--- src/rtl/fjop_pkg.sv ---
// fjop_pkg: shared types, byte constants and helpers for the flat json object parser
// no dependencies; imported by every rtl module of the block
package fjop_pkg;

  localparam int FJOP_FIFO_DEPTH = 2;

  localparam logic [7:0] CH_LBRACE = 8'h7B;
  localparam logic [7:0] CH_RBRACE = 8'h7D;
  localparam logic [7:0] CH_COLON  = 8'h3A;
  localparam logic [7:0] CH_COMMA  = 8'h2C;
  localparam logic [7:0] CH_QUOTE  = 8'h22;
  localparam logic [7:0] CH_BSLASH = 8'h5C;
  localparam logic [7:0] CH_N      = 8'h6E;
  localparam logic [7:0] CH_T      = 8'h74;
  localparam logic [7:0] CH_R      = 8'h72;
  localparam logic [7:0] CH_LF     = 8'h0A;
  localparam logic [7:0] CH_TAB    = 8'h09;
  localparam logic [7:0] CH_VT     = 8'h0B;
  localparam logic [7:0] CH_FF     = 8'h0C;
  localparam logic [7:0] CH_CR     = 8'h0D;
  localparam logic [7:0] CH_SPACE  = 8'h20;

  typedef enum logic [2:0] {
    CL_LBRACE,
    CL_RBRACE,
    CL_COLON,
    CL_COMMA,
    CL_QUOTE,
    CL_BSLASH,
    CL_SPACE,
    CL_OTHER
  } cls_t;

  typedef enum logic [3:0] {
    PH_OPEN      = 4'd0,
    PH_FIRST     = 4'd1,
    PH_KEY       = 4'd2,
    PH_KEY_ESC   = 4'd3,
    PH_COLON     = 4'd4,
    PH_VAL_START = 4'd5,
    PH_VAL       = 4'd6,
    PH_VAL_ESC   = 4'd7,
    PH_SEP       = 4'd8,
    PH_KEY_START = 4'd9,
    PH_ACCEPT    = 4'd10,
    PH_REJECT    = 4'd11
  } phase_t;

  typedef enum logic [1:0] {
    ST_PARSE  = 2'd0,
    ST_ACCEPT = 2'd1,
    ST_REJECT = 2'd2
  } status_t;

  // classified byte as it travels from front to back
  typedef struct packed {
    logic [7:0] raw;
    logic [7:0] unesc;
    cls_t       cls;
    logic       last;
  } tok_t;

  typedef struct packed {
    logic       char_valid;
    logic [7:0] char_out;
    logic       char_in_key;
    logic       key_end;
    logic       value_end;
    status_t    status;
  } res_t;

  function automatic cls_t classify(input logic [7:0] c);
    cls_t k;
    case (c)
      CH_LBRACE: k = CL_LBRACE;
      CH_RBRACE: k = CL_RBRACE;
      CH_COLON:  k = CL_COLON;
      CH_COMMA:  k = CL_COMMA;
      CH_QUOTE:  k = CL_QUOTE;
      CH_BSLASH: k = CL_BSLASH;
      default: begin
        if (c inside {CH_SPACE, CH_TAB, CH_LF, CH_VT, CH_FF, CH_CR}) k = CL_SPACE;
        else k = CL_OTHER;
      end
    endcase
    return k;
  endfunction

  function automatic logic [7:0] unescape(input logic [7:0] c);
    logic [7:0] u;
    case (c)
      CH_N:    u = CH_LF;
      CH_T:    u = CH_TAB;
      CH_R:    u = CH_CR;
      default: u = c;
    endcase
    return u;
  endfunction

endpackage

--- src/rtl/fjop_in_if.sv ---
// fjop_in_if: byte channel into the parser, valid/ready with message byte and last mark
// no dependencies
interface fjop_in_if;
  logic       valid;
  logic       ready;
  logic [7:0] in_byte;
  logic       last;

  modport source (output valid, output in_byte, output last, input ready);
  modport sink   (input valid, input in_byte, input last, output ready);
endinterface

--- src/rtl/fjop_out_if.sv ---
// fjop_out_if: result channel out of the parser, valid/ready with one result per byte
// no dependencies
interface fjop_out_if;
  logic       valid;
  logic       ready;
  logic       char_valid;
  logic [7:0] char_out;
  logic       char_in_key;
  logic       key_end;
  logic       value_end;
  logic [1:0] status;

  modport source (output valid, output char_valid, output char_out, output char_in_key,
                  output key_end, output value_end, output status, input ready);
  modport sink   (input valid, input char_valid, input char_out, input char_in_key,
                  input key_end, input value_end, input status, output ready);
endinterface

--- src/rtl/flat_json_object_parser.sv ---
// flat_json_object_parser: top level, front classifier, token queue and grammar back end
// depends on fjop_pkg, fjop_in_if, fjop_out_if, fjop_front, fjop_fifo, fjop_back
//
//  channel   dir  handshake      payload
//  in_if     in   valid/ready    in_byte[7:0], last
//  out_if    out  valid/ready    char_valid, char_out[7:0], char_in_key, key_end,
//                                value_end, status[1:0]
//
//  one byte accepted per cycle unless out_if stalls, one result per byte, passed on
//  via front register, queue, result register; the grammar step is a 4-bit phase register
//  reset is synchronous active low, clears phase to waiting for opening brace and empties
//  the queue; no clearing pass
//  a stalled result blocks the back end, the queue absorbs up to FIFO_DEPTH tokens, then
//  the front register holds and in_if.ready drops
module flat_json_object_parser
  import fjop_pkg::*;
#(
  parameter int FIFO_DEPTH = FJOP_FIFO_DEPTH
) (
  input  logic       clk,
  input  logic       rst_n,
  fjop_in_if.sink    in_if,
  fjop_out_if.source out_if
);

  logic push_valid, push_ready;
  tok_t push_tok;
  logic pop_valid, pop_ready;
  tok_t pop_tok;

  fjop_front u_front (
    .clk        (clk),
    .rst_n      (rst_n),
    .in_if      (in_if),
    .push_valid (push_valid),
    .push_ready (push_ready),
    .push_tok   (push_tok)
  );

  fjop_fifo #(
    .DEPTH (FIFO_DEPTH)
  ) u_fifo (
    .clk        (clk),
    .rst_n      (rst_n),
    .push_valid (push_valid),
    .push_ready (push_ready),
    .push_tok   (push_tok),
    .pop_valid  (pop_valid),
    .pop_ready  (pop_ready),
    .pop_tok    (pop_tok)
  );

  fjop_back u_back (
    .clk       (clk),
    .rst_n     (rst_n),
    .pop_valid (pop_valid),
    .pop_ready (pop_ready),
    .pop_tok   (pop_tok),
    .out_if    (out_if)
  );

endmodule

--- src/rtl/fjop_front.sv ---
// fjop_front: accepts message bytes, classifies them and registers the token
// depends on fjop_pkg and fjop_in_if
module fjop_front
  import fjop_pkg::*;
(
  input  logic           clk,
  input  logic           rst_n,
  fjop_in_if.sink        in_if,
  output logic           push_valid,
  input  logic           push_ready,
  output tok_t           push_tok
);

  logic vld_r, vld_nxt;
  tok_t tok_r, tok_nxt;

  assign in_if.ready = !vld_r || push_ready;

  always_comb begin
    vld_nxt = vld_r;
    tok_nxt = tok_r;
    if (in_if.ready) begin
      vld_nxt = in_if.valid;
    end
    if (in_if.valid && in_if.ready) begin
      tok_nxt.raw   = in_if.in_byte;
      tok_nxt.unesc = unescape(in_if.in_byte);
      tok_nxt.cls   = classify(in_if.in_byte);
      tok_nxt.last  = in_if.last;
    end
  end

  always_ff @(posedge clk) begin
    if (!rst_n) begin
      vld_r <= 1'b0;
    end else begin
      vld_r <= vld_nxt;
    end
  end

  always_ff @(posedge clk) begin
    tok_r <= tok_nxt;
  end

  assign push_valid = vld_r;
  assign push_tok   = tok_r;

endmodule

--- src/rtl/fjop_fifo.sv ---
// fjop_fifo: short token queue between front and back
// depends on fjop_pkg
module fjop_fifo
  import fjop_pkg::*;
#(
  parameter int DEPTH = FJOP_FIFO_DEPTH
) (
  input  logic clk,
  input  logic rst_n,
  input  logic push_valid,
  output logic push_ready,
  input  tok_t push_tok,
  output logic pop_valid,
  input  logic pop_ready,
  output tok_t pop_tok
);

  localparam int PTR_W = (DEPTH > 1) ? $clog2(DEPTH) : 1;
  localparam int CNT_W = $clog2(DEPTH + 1);

  tok_t             mem_r [DEPTH];
  logic [PTR_W-1:0] wr_ptr_r, wr_ptr_nxt;
  logic [PTR_W-1:0] rd_ptr_r, rd_ptr_nxt;
  logic [CNT_W-1:0] cnt_r, cnt_nxt;
  logic             do_push, do_pop;

  assign push_ready = cnt_r != CNT_W'(DEPTH);
  assign pop_valid  = cnt_r != '0;
  assign pop_tok    = mem_r[rd_ptr_r];
  assign do_push    = push_valid && push_ready;
  assign do_pop     = pop_valid && pop_ready;

  always_comb begin
    wr_ptr_nxt = wr_ptr_r;
    rd_ptr_nxt = rd_ptr_r;
    cnt_nxt    = cnt_r;
    if (do_push) begin
      wr_ptr_nxt = (wr_ptr_r == PTR_W'(DEPTH - 1)) ? '0 : wr_ptr_r + PTR_W'(1);
    end
    if (do_pop) begin
      rd_ptr_nxt = (rd_ptr_r == PTR_W'(DEPTH - 1)) ? '0 : rd_ptr_r + PTR_W'(1);
    end
    if (do_push && !do_pop) begin
      cnt_nxt = cnt_r + CNT_W'(1);
    end else if (do_pop && !do_push) begin
      cnt_nxt = cnt_r - CNT_W'(1);
    end
  end

  always_ff @(posedge clk) begin
    if (!rst_n) begin
      wr_ptr_r <= '0;
      rd_ptr_r <= '0;
      cnt_r    <= '0;
    end else begin
      wr_ptr_r <= wr_ptr_nxt;
      rd_ptr_r <= rd_ptr_nxt;
      cnt_r    <= cnt_nxt;
    end
  end

  always_ff @(posedge clk) begin
    if (do_push) begin
      mem_r[wr_ptr_r] <= push_tok;
    end
  end

endmodule

--- src/rtl/fjop_back.sv ---
// fjop_back: grammar state machine and registered result stage
// depends on fjop_pkg and fjop_out_if
module fjop_back
  import fjop_pkg::*;
(
  input  logic        clk,
  input  logic        rst_n,
  input  logic        pop_valid,
  output logic        pop_ready,
  input  tok_t        pop_tok,
  fjop_out_if.source  out_if
);

  phase_t phase_r, phase_nxt;
  phase_t nx;
  res_t   res_c;
  res_t   res_r, res_nxt;
  logic   out_vld_r, out_vld_nxt;
  logic   pop;

  assign pop_ready = !out_vld_r || out_if.ready;
  assign pop       = pop_valid && pop_ready;

  // next phase
  always_comb begin
    nx = phase_r;
    case (phase_r)
      PH_OPEN: begin
        if (pop_tok.cls == CL_LBRACE) nx = PH_FIRST;
        else if (pop_tok.cls != CL_SPACE) nx = PH_REJECT;
      end
      PH_FIRST: begin
        if (pop_tok.cls == CL_RBRACE) nx = PH_ACCEPT;
        else if (pop_tok.cls == CL_QUOTE) nx = PH_KEY;
        else if (pop_tok.cls != CL_SPACE) nx = PH_REJECT;
      end
      PH_KEY: begin
        if (pop_tok.cls == CL_QUOTE) nx = PH_COLON;
        else if (pop_tok.cls == CL_BSLASH) nx = PH_KEY_ESC;
      end
      PH_KEY_ESC: nx = PH_KEY;
      PH_COLON: begin
        if (pop_tok.cls == CL_COLON) nx = PH_VAL_START;
        else if (pop_tok.cls != CL_SPACE) nx = PH_REJECT;
      end
      PH_VAL_START: begin
        if (pop_tok.cls == CL_QUOTE) nx = PH_VAL;
        else if (pop_tok.cls != CL_SPACE) nx = PH_REJECT;
      end
      PH_VAL: begin
        if (pop_tok.cls == CL_QUOTE) nx = PH_SEP;
        else if (pop_tok.cls == CL_BSLASH) nx = PH_VAL_ESC;
      end
      PH_VAL_ESC: nx = PH_VAL;
      PH_SEP: begin
        if (pop_tok.cls == CL_COMMA) nx = PH_KEY_START;
        else if (pop_tok.cls == CL_RBRACE) nx = PH_ACCEPT;
        else if (pop_tok.cls != CL_SPACE) nx = PH_REJECT;
      end
      PH_KEY_START: begin
        if (pop_tok.cls == CL_QUOTE) nx = PH_KEY;
        else if (pop_tok.cls != CL_SPACE) nx = PH_REJECT;
      end
      PH_ACCEPT: nx = PH_ACCEPT;
      default:   nx = PH_REJECT;
    endcase
    phase_nxt = phase_r;
    if (pop) begin
      phase_nxt = pop_tok.last ? PH_OPEN : nx;
    end
  end

  // result fields
  always_comb begin
    res_c = '0;
    case (phase_r)
      PH_KEY: begin
        if (pop_tok.cls == CL_QUOTE) begin
          res_c.key_end = 1'b1;
        end else if (pop_tok.cls != CL_BSLASH) begin
          res_c.char_valid  = 1'b1;
          res_c.char_out    = pop_tok.raw;
          res_c.char_in_key = 1'b1;
        end
      end
      PH_KEY_ESC: begin
        res_c.char_valid  = 1'b1;
        res_c.char_out    = pop_tok.unesc;
        res_c.char_in_key = 1'b1;
      end
      PH_VAL: begin
        if (pop_tok.cls == CL_QUOTE) begin
          res_c.value_end = 1'b1;
        end else if (pop_tok.cls != CL_BSLASH) begin
          res_c.char_valid = 1'b1;
          res_c.char_out   = pop_tok.raw;
        end
      end
      PH_VAL_ESC: begin
        res_c.char_valid = 1'b1;
        res_c.char_out   = pop_tok.unesc;
      end
      default: res_c = '0;
    endcase
    if (nx == PH_ACCEPT) res_c.status = ST_ACCEPT;
    else if (nx == PH_REJECT || pop_tok.last) res_c.status = ST_REJECT;
    else res_c.status = ST_PARSE;
  end

  always_comb begin
    out_vld_nxt = out_vld_r;
    res_nxt     = res_r;
    if (pop) begin
      out_vld_nxt = 1'b1;
      res_nxt     = res_c;
    end else if (out_if.ready) begin
      out_vld_nxt = 1'b0;
    end
  end

  always_ff @(posedge clk) begin
    if (!rst_n) begin
      phase_r   <= PH_OPEN;
      out_vld_r <= 1'b0;
    end else begin
      phase_r   <= phase_nxt;
      out_vld_r <= out_vld_nxt;
    end
  end

  always_ff @(posedge clk) begin
    res_r <= res_nxt;
  end

  assign out_if.valid       = out_vld_r;
  assign out_if.char_valid  = res_r.char_valid;
  assign out_if.char_out    = res_r.char_out;
  assign out_if.char_in_key = res_r.char_in_key;
  assign out_if.key_end     = res_r.key_end;
  assign out_if.value_end   = res_r.value_end;
  assign out_if.status      = res_r.status;

`ifndef ASSERT_OFF
  // a message end always returns the grammar to the opening brace
  a_last_reopens: assert property (@(posedge clk) disable iff (!rst_n)
    pop && pop_tok.last |=> phase_r == PH_OPEN)
    else $error("phase not reset after last byte");

  // a closing quote never carries a string byte
  a_end_no_char: assert property (@(posedge clk) disable iff (!rst_n)
    out_vld_r |-> !(res_r.char_valid && (res_r.key_end || res_r.value_end)))
    else $error("string byte on a closing quote");

  // an accept result never carries a string byte
  a_accept_no_char: assert property (@(posedge clk) disable iff (!rst_n)
    out_vld_r && res_r.status == ST_ACCEPT |-> !res_r.char_valid)
    else $error("string byte on accept");

  // key tag only with a string byte
  a_key_tag: assert property (@(posedge clk) disable iff (!rst_n)
    out_vld_r && res_r.char_in_key |-> res_r.char_valid)
    else $error("key tag without a string byte");

  // a result stalled downstream holds the grammar still
  a_stall_holds: assert property (@(posedge clk) disable iff (!rst_n)
    out_vld_r && !out_if.ready |=> $stable(phase_r))
    else $error("phase moved while result stalled");
`endif

endmodule

--- src/flat_wrapper.sv ---
// flat-port wrapper written by rule: the top's interface ports become plain ports
module flat_json_object_parser_flat import fjop_pkg::*;
#(
  parameter int FIFO_DEPTH = FJOP_FIFO_DEPTH
)
  (clk, rst_n, in_if_valid, in_if_in_byte, in_if_last, in_if_ready, out_if_valid, out_if_char_valid, out_if_char_out, out_if_char_in_key, out_if_key_end, out_if_value_end, out_if_status, out_if_ready);
  fjop_in_if in_if_i ();
  fjop_out_if out_if_i ();
  input  logic clk;
  input  logic rst_n;
  input wire logic [$bits(in_if_i.valid)-1:0] in_if_valid;
  input wire logic [$bits(in_if_i.in_byte)-1:0] in_if_in_byte;
  input wire logic [$bits(in_if_i.last)-1:0] in_if_last;
  output wire logic [$bits(in_if_i.ready)-1:0] in_if_ready;
  output wire logic [$bits(out_if_i.valid)-1:0] out_if_valid;
  output wire logic [$bits(out_if_i.char_valid)-1:0] out_if_char_valid;
  output wire logic [$bits(out_if_i.char_out)-1:0] out_if_char_out;
  output wire logic [$bits(out_if_i.char_in_key)-1:0] out_if_char_in_key;
  output wire logic [$bits(out_if_i.key_end)-1:0] out_if_key_end;
  output wire logic [$bits(out_if_i.value_end)-1:0] out_if_value_end;
  output wire logic [$bits(out_if_i.status)-1:0] out_if_status;
  input wire logic [$bits(out_if_i.ready)-1:0] out_if_ready;
  assign in_if_i.valid = in_if_valid;
  assign in_if_i.in_byte = in_if_in_byte;
  assign in_if_i.last = in_if_last;
  assign in_if_ready = in_if_i.ready;
  assign out_if_valid = out_if_i.valid;
  assign out_if_char_valid = out_if_i.char_valid;
  assign out_if_char_out = out_if_i.char_out;
  assign out_if_char_in_key = out_if_i.char_in_key;
  assign out_if_key_end = out_if_i.key_end;
  assign out_if_value_end = out_if_i.value_end;
  assign out_if_status = out_if_i.status;
  assign out_if_i.ready = out_if_ready;
  flat_json_object_parser #(.FIFO_DEPTH(FIFO_DEPTH)) u_core (.clk(clk), .rst_n(rst_n), .in_if(in_if_i), .out_if(out_if_i));
endmodule
--- config.mk ---
export PLATFORM = sky130hd
export DESIGN_NAME = flat_json_object_parser_flat
export DESIGN_NICKNAME = d
export VERILOG_FILES = /design/src/rtl/fjop_pkg.sv /design/src/rtl/fjop_in_if.sv /design/src/rtl/fjop_out_if.sv /design/src/rtl/flat_json_object_parser.sv /design/src/rtl/fjop_front.sv /design/src/rtl/fjop_fifo.sv /design/src/rtl/fjop_back.sv /design/src/flat_wrapper.sv
export SDC_FILE = /design/constraint.sdc
export NUM_CORES = 1
export LEC_CHECK = 0
export ABC_AREA = 1
export BUFFER_PORTS_ARGS = -buffer_cell sky130_fd_sc_hd__clkbuf_2
export CAP_MARGIN = 20
export CORE_MARGIN = 8
export CORE_UTILIZATION = 50
export DETAILED_ROUTE_END_ITERATION = 10
export PLACE_DENSITY_LB_ADDON = 0.15
export SLEW_MARGIN = 10
export SYNTH_ARGS = -nofsm -noshare
export SYNTH_HDL_FRONTEND = slang
export SYNTH_SLANG_ARGS = --single-unit
--- constraint.sdc ---
create_clock -name clk -period 2.28 [get_ports clk]
set_input_delay 0.228 -clock clk [delete_from_list [all_inputs] [get_ports clk]]
set_output_delay 0.228 -clock clk [all_outputs]
set_load 0.01 [all_outputs]
==> reports/qor.csv, run 1 <==
metric,value,unit
final setup margin,0.4136,ns
"Avg Cell Area, Syn",10.42,um2
status,completed,
CTS tree,yes,
post_cts resized,0,
Clock Tree Buf Depth,2,
Mapped Nets,371,
slew margin rel.,74.36,%
Clock Skews,0.008827,ns
HPWL Detailed,4784,um
IO Pins,29,
vias in the first global route,2348,
Setup WS pre-CTS,0.4390,ns
"Setup violations, final",0,
worst path required time,2.39,ns
R2R Setup Slk,0.41,ns
crit path max fanout,17,
die area,0.01046,mm2
pwr/cell area,1150,mW/mm2
hold_sp,in_if_last,
Startpoint Class,flip-flop,
largest net degree at the start of global routing,22,
hold path cells,1,
via count,2450,
crit path time final,1.866,ns
total power,0.004831,W
synthesized area,0.003720,mm2
mean routed wirelength per cell,13.07,um
Layout fillers,645,
area grow syn2layout,12.95,%
chip width,102.3,um
Netlist cell types,33,
RePlAce Congestion,0.8972,
# diodes,0,
layout cell share with drive strength beyond 1,17.62,%
Yosys top cell by area,edfxtp_1,
DRC violations left,0,
Clock transition at path regs,0.09,ns
Slew @ Worst Pin,0.3811,ns
# port buffers,28,
reg2reg path depth,10,
Total Routing Usage GR,13.96,%
die boundary height,102.3,um
count of maximum capacitance violations,0,
"Hold-fix buffers, CTS",0,
setup bufs post-CTS,0,
Worst setup EP type,flip-flop,
Yosys warning count,0,
most frequent cells in the layout,"nand2_1 (98), edfxtp_1 (74), inv_1 (44)",
H-tree levels,3,
unrepaired setup endpoints after global routing,no,
"Seq/Total Area, Yosys",65.66,%
max-slew violations,0,
Final Hold Fails,0,
initial core utilization,51.56,%
final WL,6561,um
Layout Nets,412,
setup TNS,0,ns
"most common cell after layout, fill and taps aside",nand2_1,
hold crit path type,in2reg,
FMAX,535.8,MHz
share of the clock period used by the worst path after layout,81.86,%
Core Region,0.007214,mm2
TritonCTS Sinks,85,
Synth area leaders,"edfxtp_1 (60%), nand2_1 (9.9%), dfxtp_1 (5.9%)",
total gr overflow,0,
critical path type,reg2reg,
Final ANT Viol Nets,0,
post-synth top area share,59.74,%
CTS buffer count,9,
DRT Pass-1 Iters,4,
synthesis-stage register bit count,85,
Rows,31,
post-layout util,58.24,%
CP Data Arrival Time,1.97,ns
Leakage Power,1.757,nW
clk_lat worst skew,0.35,ns
Initial DRC Count,122,
vias per inst,4.880,
clock root buffer,clkbuf_8,
worst vdd ir,0.0004102,V
synthesized instance count,357,
first-pass GRT wire length,11160,um
initial antenna violation count,0,
==> cells by family after synthesis <==
| family | share of synthesized area [%] |
|---|---|
| and+or+nand+nor | 19.14 |
| DFF | 65.66 |
| buffers and inverters | 5.516 |
| AOI/OAI and AO/OA | 7.198 |
| muxes | 2.153 |
| adders and majority gates | 0.3363 |
==> Yosys cell counts <==
| cell type | instances |
|---|---|
| edfxtp_1 | 74 |
| o21ai_2 | 2 |
| mux2i_1 | 8 |
| nand2_4 | 3 |
| inv_2 | 2 |
| nor4_1 | 3 |
| nand2_2 | 7 |
| buf_6 | 1 |
| buf_4 | 1 |
| ha_1 | 1 |
| clkbuf_1 | 1 |
| o21ai_0 | 22 |
| a21oi_1 | 18 |
| o211ai_1 | 1 |
| nor2_4 | 1 |
| nand2_1 | 98 |
| nor3_2 | 1 |
| nand3_1 | 5 |
| inv_1 | 44 |
| o21ai_1 | 3 |
| nand3_4 | 1 |
| or2_1 | 1 |
| nand3_2 | 1 |
| a21oi_2 | 1 |
| nand4_1 | 1 |
| nor3_1 | 2 |
| o22ai_1 | 1 |
| nor2_1 | 35 |
| nand3b_1 | 1 |
| dfxtp_1 | 11 |
| nor2_2 | 2 |
| buf_2 | 2 |
| a31oi_1 | 2 |
==> metrics by stage <==
step / area (um2) / hold slack (ns) / std cells
global route: 4202 / 0.02128 / 502
global placement: 4004 / 0.4185 / 486
detailed placement: 4004 / 0.4067 / 486
CTS: 4202 / 0.03009 / 502
floorplan: 3720 / 0.3269 / 357
finish: 4202 / 0.05028 / 502
==> critical path, stage by stage, from the launching register on <==
cell     delay [ns]
dfxtp_1        0.46
buf_4          0.32
nand2_4        0.08
nand2_4        0.10
nand3_1        0.10
nand2_1        0.07
nand2_1        0.06
o21ai_2        0.15
nand2_2        0.08
a21oi_1        0.16
nor2_1         0.05
==> report_power, final <==
part           internal, W  switching (W)  total [W]
clock             0.000516       0.000552    0.00107
combinational     0.000520        0.00104    0.00156
sequential         0.00206       0.000144    0.00221
total              0.00310        0.00173    0.00483
==> registers in the layout, summed over array words and instances, names as in the netlist, named ones only <==
register,flops
u_core.u_fifo.wr_ptr_r,1
u_core.u_back.out_if.value_end,1
u_core.u_back.out_if.key_end,1
u_core.u_fifo.rd_ptr_r,1
u_core.u_back.out_if.char_in_key,1
u_core.u_back.out_if.char_valid,1
u_core.u_back.phase_r,4
u_core.u_front.push_tok,20
u_core.u_back.out_if.status,2
u_core.u_back.out_if.char_out,8
u_core.u_fifo.mem_r,40
u_core.u_fifo.cnt_r,2
u_core.u_front.push_valid,1
u_core.u_back.out_if.valid,1
==> path summary, 6_finish.rpt <==
kind / end
hold reg to reg: u_core.u_fifo.mem_r[0][19]
hold / removal: u_core.u_front.push_tok[0]
setup reg to reg: u_core.u_back.out_if.status[1]
setup / recovery: u_core.u_back.out_if.status[1]
==> final cells by class <==
type	instances	area [um2]	area share [%]
well taps	99	123.9	2.948
repair buffers	35	192.7	4.586
flip-flops and latches	85	2442	58.13
clock inverters	6	70.07	1.668
inverters	46	172.7	4.110
multi-input cells	221	1072	25.52
clock buffers	10	127.6	3.038
==> layer usage <==
metal	vias to the layer above	global-route usage, %	wire, um
li1	1272	-	-
met1	1099	18.54	3197
met2	65	20.59	2813
met3	14	2.997	383
met4	0	8.126	167
met5	-	0	0
Power figures use the tool's default switching activity.
==> run 2, diff against run 1 <==
clock period = 1.83 ns   (was 2.28 ns; I/O delays follow)
==> run 2 against run 1 <==
  * Clock power increased by 9%
  * Worst hold slack lost 0.029 ns
  * Die area stayed put
  * Global-route usage fell by 0.52 points
  * Core utilization increased by 0.57 points
  * Critical path depth unchanged
  * Sequential share of layout area is 0.48 points lower
  * Worst setup slack worse by 0.24 ns
  * Via count shrank 1.3%
  * Sequential power increased by 25%
  * Non-clock buffer count rose by 6
  * Routed wire length fell by 3.2%
  * Largest power group unchanged
==> reports/qor.csv, run 2 (synthesized netlist as in run 1, its figures left out) <==
metric,value,unit,change
setup bufs post-CTS,0,,unchanged
critical path type,reg2reg,,
share of the clock period used by the worst path after layout,90.69,%,+8.8 points
pwr/cell area,1407,mW/mm2,+22%
"Hold-fix buffers, CTS",0,,unchanged
Clock Skews,0.01589,ns,+0.007060 ns
die boundary height,102.3,um,unchanged
Clock transition at path regs,0.09,ns,about the same
Layout Nets,418,,+1.5%
die area,0.01046,mm2,unchanged
area grow syn2layout,14.06,%,
Startpoint Class,flip-flop,,
RePlAce Congestion,0.9134,,+1.8%
Slew @ Worst Pin,0.3548,ns,-0.02631 ns
clk_lat worst skew,0.35,ns,about the same
Clock Tree Buf Depth,2,,unchanged
vias per inst,4.762,,-2.4%
register with the highest flop count,u_core.u_fifo.mem_r,,
Worst Setup EP,u_core.u_back.out_if.status[1],,
Rows,31,,unchanged
mean routed wirelength per cell,12.51,um,-4.3%
crit path time final,1.660,ns,-0.2068 ns
FMAX,602.6,MHz,+12%
Worst setup EP type,flip-flop,,
via count,2419,,-1.3%
first-pass GRT wire length,10740,um,-3.8%
number of flip-flops in the largest register,40,,unchanged
chip width,102.3,um,unchanged
initial core utilization,51.56,%,unchanged
count of maximum capacitance violations,0,,unchanged
Final ANT Viol Nets,0,,unchanged
DRC violations left,0,,unchanged
largest net degree at the start of global routing,22,,unchanged
Final Hold Fails,0,,unchanged
final WL,6354,um,-3.2%
hold crit path type,in2reg,,
reg2reg path depth,10,,unchanged
slew margin rel.,76.13,%,+1.8 points
R2R Setup Slk,0.17,ns,-0.24 ns
layout cell share with drive strength beyond 1,19.56,%,+1.9 points
H-tree levels,3,,unchanged
# diodes,0,,unchanged
most frequent cells in the layout,"nand2_1 (98), edfxtp_1 (74), inv_1 (44)",,
worst path bufs/invs,1,,unchanged
IO Pins,29,,unchanged
crit-path cells,"inv_2, nand2_1, nand2_1, nand3_4, nand2_1, o21ai_0, nor2_1, nand2_2, a21oi_1, nor2_1",,
crit-path most repeated cell,nand2_1,,
post-layout util,58.81,%,+0.57 points
CTS tree,yes,,
max-slew violations,0,,unchanged
TritonCTS Sinks,85,,unchanged
status,completed,,
# port buffers,28,,unchanged
"CP delay by family, top",simple AND/OR/NAND/NOR gates,,
worst vdd ir,0.0006109,V,+49%
worst reg2reg endpoint,u_core.u_back.out_if.status[1],,
initial antenna violation count,0,,unchanged
CTS buffer count,9,,unchanged
vias in the first global route,2334,,-0.60%
Initial DRC Count,127,,+4.1%
CP Data Arrival Time,1.78,ns,-0.19 ns
Total Routing Usage GR,13.45,%,-0.52 points
unrepaired setup endpoints after global routing,no,,
DRT Pass-1 Iters,4,,unchanged
HPWL Detailed,4671,um,-2.4%
total gr overflow,0,,unchanged
clock root buffer,clkbuf_8,,
total power,0.005968,W,+24%
Core Region,0.007214,mm2,unchanged
"Slowest-stage cell, CP",dfxtp_2,,
"most common cell after layout, fill and taps aside",nand2_1,,
WP depth,10,,unchanged
worst path required time,1.95,ns,-0.44 ns
max incr delay on CP,0.37,ns,-0.09 ns
"Setup violations, final",0,,unchanged
crit path max fanout,8,,-9
Leakage Power,1.784,nW,+1.5%
==> run 2: cell count changes in the layout (fill, tap and decap cells not counted) <==
cell / change
bufinv_16: -1
a21oi_4: +1
o21ai_0: -2
o21ai_1: +1
clkinv_1: +1
nor2_2: -1
a21oi_2: -1
o21ai_2: +1
buf_4: +6
nor2_4: +1
clkinvlp_4: -2
dfxtp_1: -3
clkinv_4: +2
dfxtp_2: +3
==> run 2: metal layers <==
| layer | wire [um] | vias up | GRT usage (%) | part of all wire, % |
|---|---|---|---|---|
| met2 | 2672 | 51 | 20.39 | 42 |
| met4 | 110 | 0 | 5.530 | 1.7 |
| li1 | - | 1288 | - | - |
| met5 | 0 | - | 0 | 0 |
| met1 | 3257 | 1068 | 18.02 | 51 |
| met3 | 314 | 12 | 3.202 | 4.9 |
==> run 2: worst min path at each step <==
stage | startpoint | end | slack, ns | cells after the start
floorplan | in_if_last | u_core.u_front.push_tok[0] | 0.28 | 0
global placement | in_if_last | u_core.u_front.push_tok[0] | 0.36 | 1
detailed placement | in_if_last | u_core.u_front.push_tok[0] | 0.38 | 1
CTS | in_if_last | u_core.u_front.push_tok[0] | 0.01 | 1
global route | in_if_last | u_core.u_front.push_tok[0] | 0.002 | 1
finish | in_if_last | u_core.u_front.push_tok[0] | 0.02 | 1
==> run 2: worst register-to-register path: cells and delay by family (launching register included) <==
kind / cells / cell delay [ns]
simple gates: 7 / 0.71
flops: 1 / 0.37
buf+inv: 1 / 0.12
compound gates: 2 / 0.24
==> run 2: per-stage QoR <==
stage	hold WS [ns]	area, um2	TNS, ns	setup WS [ns]	std cells
after CTS	0.01004	4230	0	0.09222	508
final	0.02147	4243	0	0.1704	508
after global placement	0.3638	4056	0	0.1420	492
after floorplan	0.2819	3727	-0.3959	-0.01980	357
after detailed placement	0.3755	4056	0	0.1024	492
after global routing	0.002014	4243	0	0.004498	508
==> run 2: timing repair <==
item / CTS / global route
setup endpoints to repair: 0 / 2
endpoints found under the hold margin: 0 / 0
gates resized for setup: 0 / 7
==> run 2: where the power goes <==
part           switching [W]  internal (W)  leakage, nW
sequential          0.000180       0.00258        0.774
clock               0.000668      0.000506       0.0902
combinational        0.00132      0.000714        0.920
total                0.00217       0.00380         1.78
==> run 2: layout make-up <==
type / count / area [um2]
Multi-Input combinational cell: 221 / 1089
Inverter: 46 / 172.7
Clock inverter: 6 / 46.29
Timing Repair Buffer: 41 / 237.7
Fill cell: 625 / 2972
Clock buffer: 10 / 127.6
Tap cell: 99 / 123.9
Sequential cell: 85 / 2446
==> run 3, diff against run 2 <==
CORE_UTILIZATION = 27   (was 50)
==> run 3 against run 2 <==
  * Clock power grew 56%
  * Critical path depth grew 2
  * First-iteration DRC count grew 100%
  * Count of clock-buffer cells in the layout is the same
  * Routed wire length grew 15%
  * Combinational power grew 2%
  * Sequential share of layout area shrank 2.7 points
  * Fmax shrank 2.8%
  * Worst setup slack lost 0.049 ns
  * Via count grew 0.45%
  * Core utilization shrank 26 points
  * Critical path type unchanged
==> reports/qor.csv, run 3 (synthesized netlist as in run 1, its figures left out) <==
metric,value,unit,change
final setup margin,0.1219,ns,-0.04855 ns
IO Pins,29,,unchanged
HPWL Detailed,5180,um,+11%
Leakage Power,1.830,nW,+2.6%
pwr/cell area,1496,mW/mm2,+6.3%
Worst setup EP type,flip-flop,,
Slew @ Worst Pin,0.3805,ns,+0.02574 ns
hold crit path type,in2reg,,
FMAX,585.4,MHz,-2.8%
die area,0.01779,mm2,+70%
DRT Pass-1 Iters,4,,unchanged
vias per inst,4.140,,-13%
count of maximum capacitance violations,0,,unchanged
vias in the first global route,2234,,-4.3%
Comb power frac,31.2,%,-2.9 points
max-slew violations,0,,unchanged
internal power,0.004369,W,+15%
Setup WS pre-CTS,0.1107,ns,+0.008301 ns
CTS buffer count,9,,unchanged
layout cell share with drive strength beyond 1,18.92,%,-0.64 points
DRC violations left,0,,unchanged
Final Cell Area,0.004451,mm2,+4.9%
CP Data Arrival Time,1.80,ns,+0.02 ns
Sw Ratio,34.36,%,-2.0 points
initial antenna violation count,0,,unchanged
# port buffers,28,,unchanged
worst vdd ir,0.0005357,V,-12%
mean routed wirelength per cell,12.41,um,-0.75%
clk_lat worst skew,0.34,ns,about the same
Clock Skews,0.006859,ns,-0.009028 ns
most frequent cells in the layout,"nand2_1 (98), edfxtp_1 (74), inv_1 (44)",,
critical path type,reg2reg,,
chip width,133.4,um,+30%
Layout Nets,416,,-0.48%
TritonCTS Sinks,85,,unchanged
# diodes,0,,unchanged
Final Hold Fails,0,,unchanged
total gr overflow,0,,unchanged
unrepaired setup endpoints after global routing,yes,,
die boundary height,133.4,um,+30%
initial core utilization,27.22,%,-24 points
via count,2430,,+0.45%
Startpoint Class,flip-flop,,
status,completed,,
final WL,7287,um,+15%
Sw Pwr,0.002287,W,+5.5%
"most common cell after layout, fill and taps aside",nand2_1,,
register with the highest flop count,u_core.u_fifo.mem_r,,
first-pass GRT wire length,11720,um,+9.2%
placed cell area,0.004128,mm2,+1.8%
Final ANT Viol Nets,0,,unchanged
Sequential Power Share,41.3,%,-4.9 points
CTS tree,yes,,
setup TNS,0,ns,unchanged
H-tree levels,3,,unchanged
worst path required time,1.92,ns,-0.03 ns
Clk network pwr share,27.5,%,+7.8 points
Rows,43,,+39%
clock root buffer,clkbuf_16,,
Total Routing Usage GR,8.403,%,-5.0 points
Core Region,0.01367,mm2,+89%
slew margin rel.,74.40,%,-1.7 points
crit path time final,1.708,ns,+0.04855 ns
Clock Tree Buf Depth,2,,unchanged
share of the clock period used by the worst path after layout,93.34,%,+2.7 points
Clock transition at path regs,0.06,ns,-0.03 ns
Initial DRC Count,257,,+100%
"Setup violations, final",0,,unchanged
crit path max fanout,8,,unchanged
area grow syn2layout,19.64,%,
RePlAce Congestion,0.9084,,-0.55%
number of flip-flops in the largest register,40,,unchanged
largest net degree at the start of global routing,22,,unchanged
==> run 3: per-layer routing <==
layer | share of wire [%] | wire (um) | global-route usage [%]
met1 | 51 | 3698 | 11.52
met5 | 0 | 0 | 0
met4 | 2.6 | 189 | 5.427
met3 | 4.1 | 299 | 1.770
met2 | 43 | 3098 | 11.70
==> run 3: power by group through the flow <==
stage	logic, W	clock network, W	registers (W)
floorplan	0.00138	0	0.00283
global placement	0.00208	0	0.00278
detailed placement	0.00206	0	0.00279
CTS	0.00207	0.00189	0.00275
global route	0.00233	0.00197	0.00279
finish	0.00208	0.00183	0.00275
==> run 3: worst max-delay path, cell delays in order (launching register included) <==
cell	delay, ns
dfxtp_1	0.36
inv_2	0.14
nand2_1	0.08
nand2_2	0.14
nand3_4	0.13
nand2_1	0.10
nand2_1	0.06
nand2_1	0.05
nand2_1	0.07
nand2_1	0.07
nand2_1	0.07
nor2_2	0.14
nor2_1	0.06
==> run 3: what timing repair did <==
item                       in CTS  in global routing
setup buffers                   0                  2
hold endpoints to repair        0                  0
hold buffers                    0                  0
setup endpoints to repair       0                  2
resized for setup               0                  4
==> run 3: path summary, 6_finish.rpt <==
| check | to | slack (ns) | cells after the start | startpoint |
|---|---|---|---|---|
| setup / recovery | u_core.u_back.out_if.status[1] | 0.12 | 12 | flip-flop |
| setup reg to reg | u_core.u_back.out_if.status[1] | 0.12 | 12 | flip-flop |
| hold reg to reg | u_core.u_fifo.mem_r[1][9] | 0.45 | 0 | u_core.u_front.push_tok[9] |
| hold / removal | u_core.u_front.push_tok[0] | 0.02 | 1 | in_if_last |
==> run 3: stage by stage <==
step                      total power [W]  hold WS, ns  std cells  utilization, %
final                            0.006656      0.02485        587           32.57
after global routing             0.007093      0.01505        587           32.57
after CTS                        0.006710      0.01403        585           32.39
after detailed placement         0.004851       0.3702        569           30.21
after global placement           0.004859       0.3662        569           30.21
after floorplan                  0.004217       0.2819        357               -
==> run 3: area by class of cell <==
class | count | area (um2)
Fill cell | 1405 | 9215
Sequential cell | 85 | 2444
Multi-Input combinational cell | 221 | 1087
Clock buffer | 10 | 229.0
Tap cell | 180 | 225.2
Timing Repair Buffer | 39 | 222.7
Inverter | 46 | 172.7
Clock inverter | 6 | 70.07
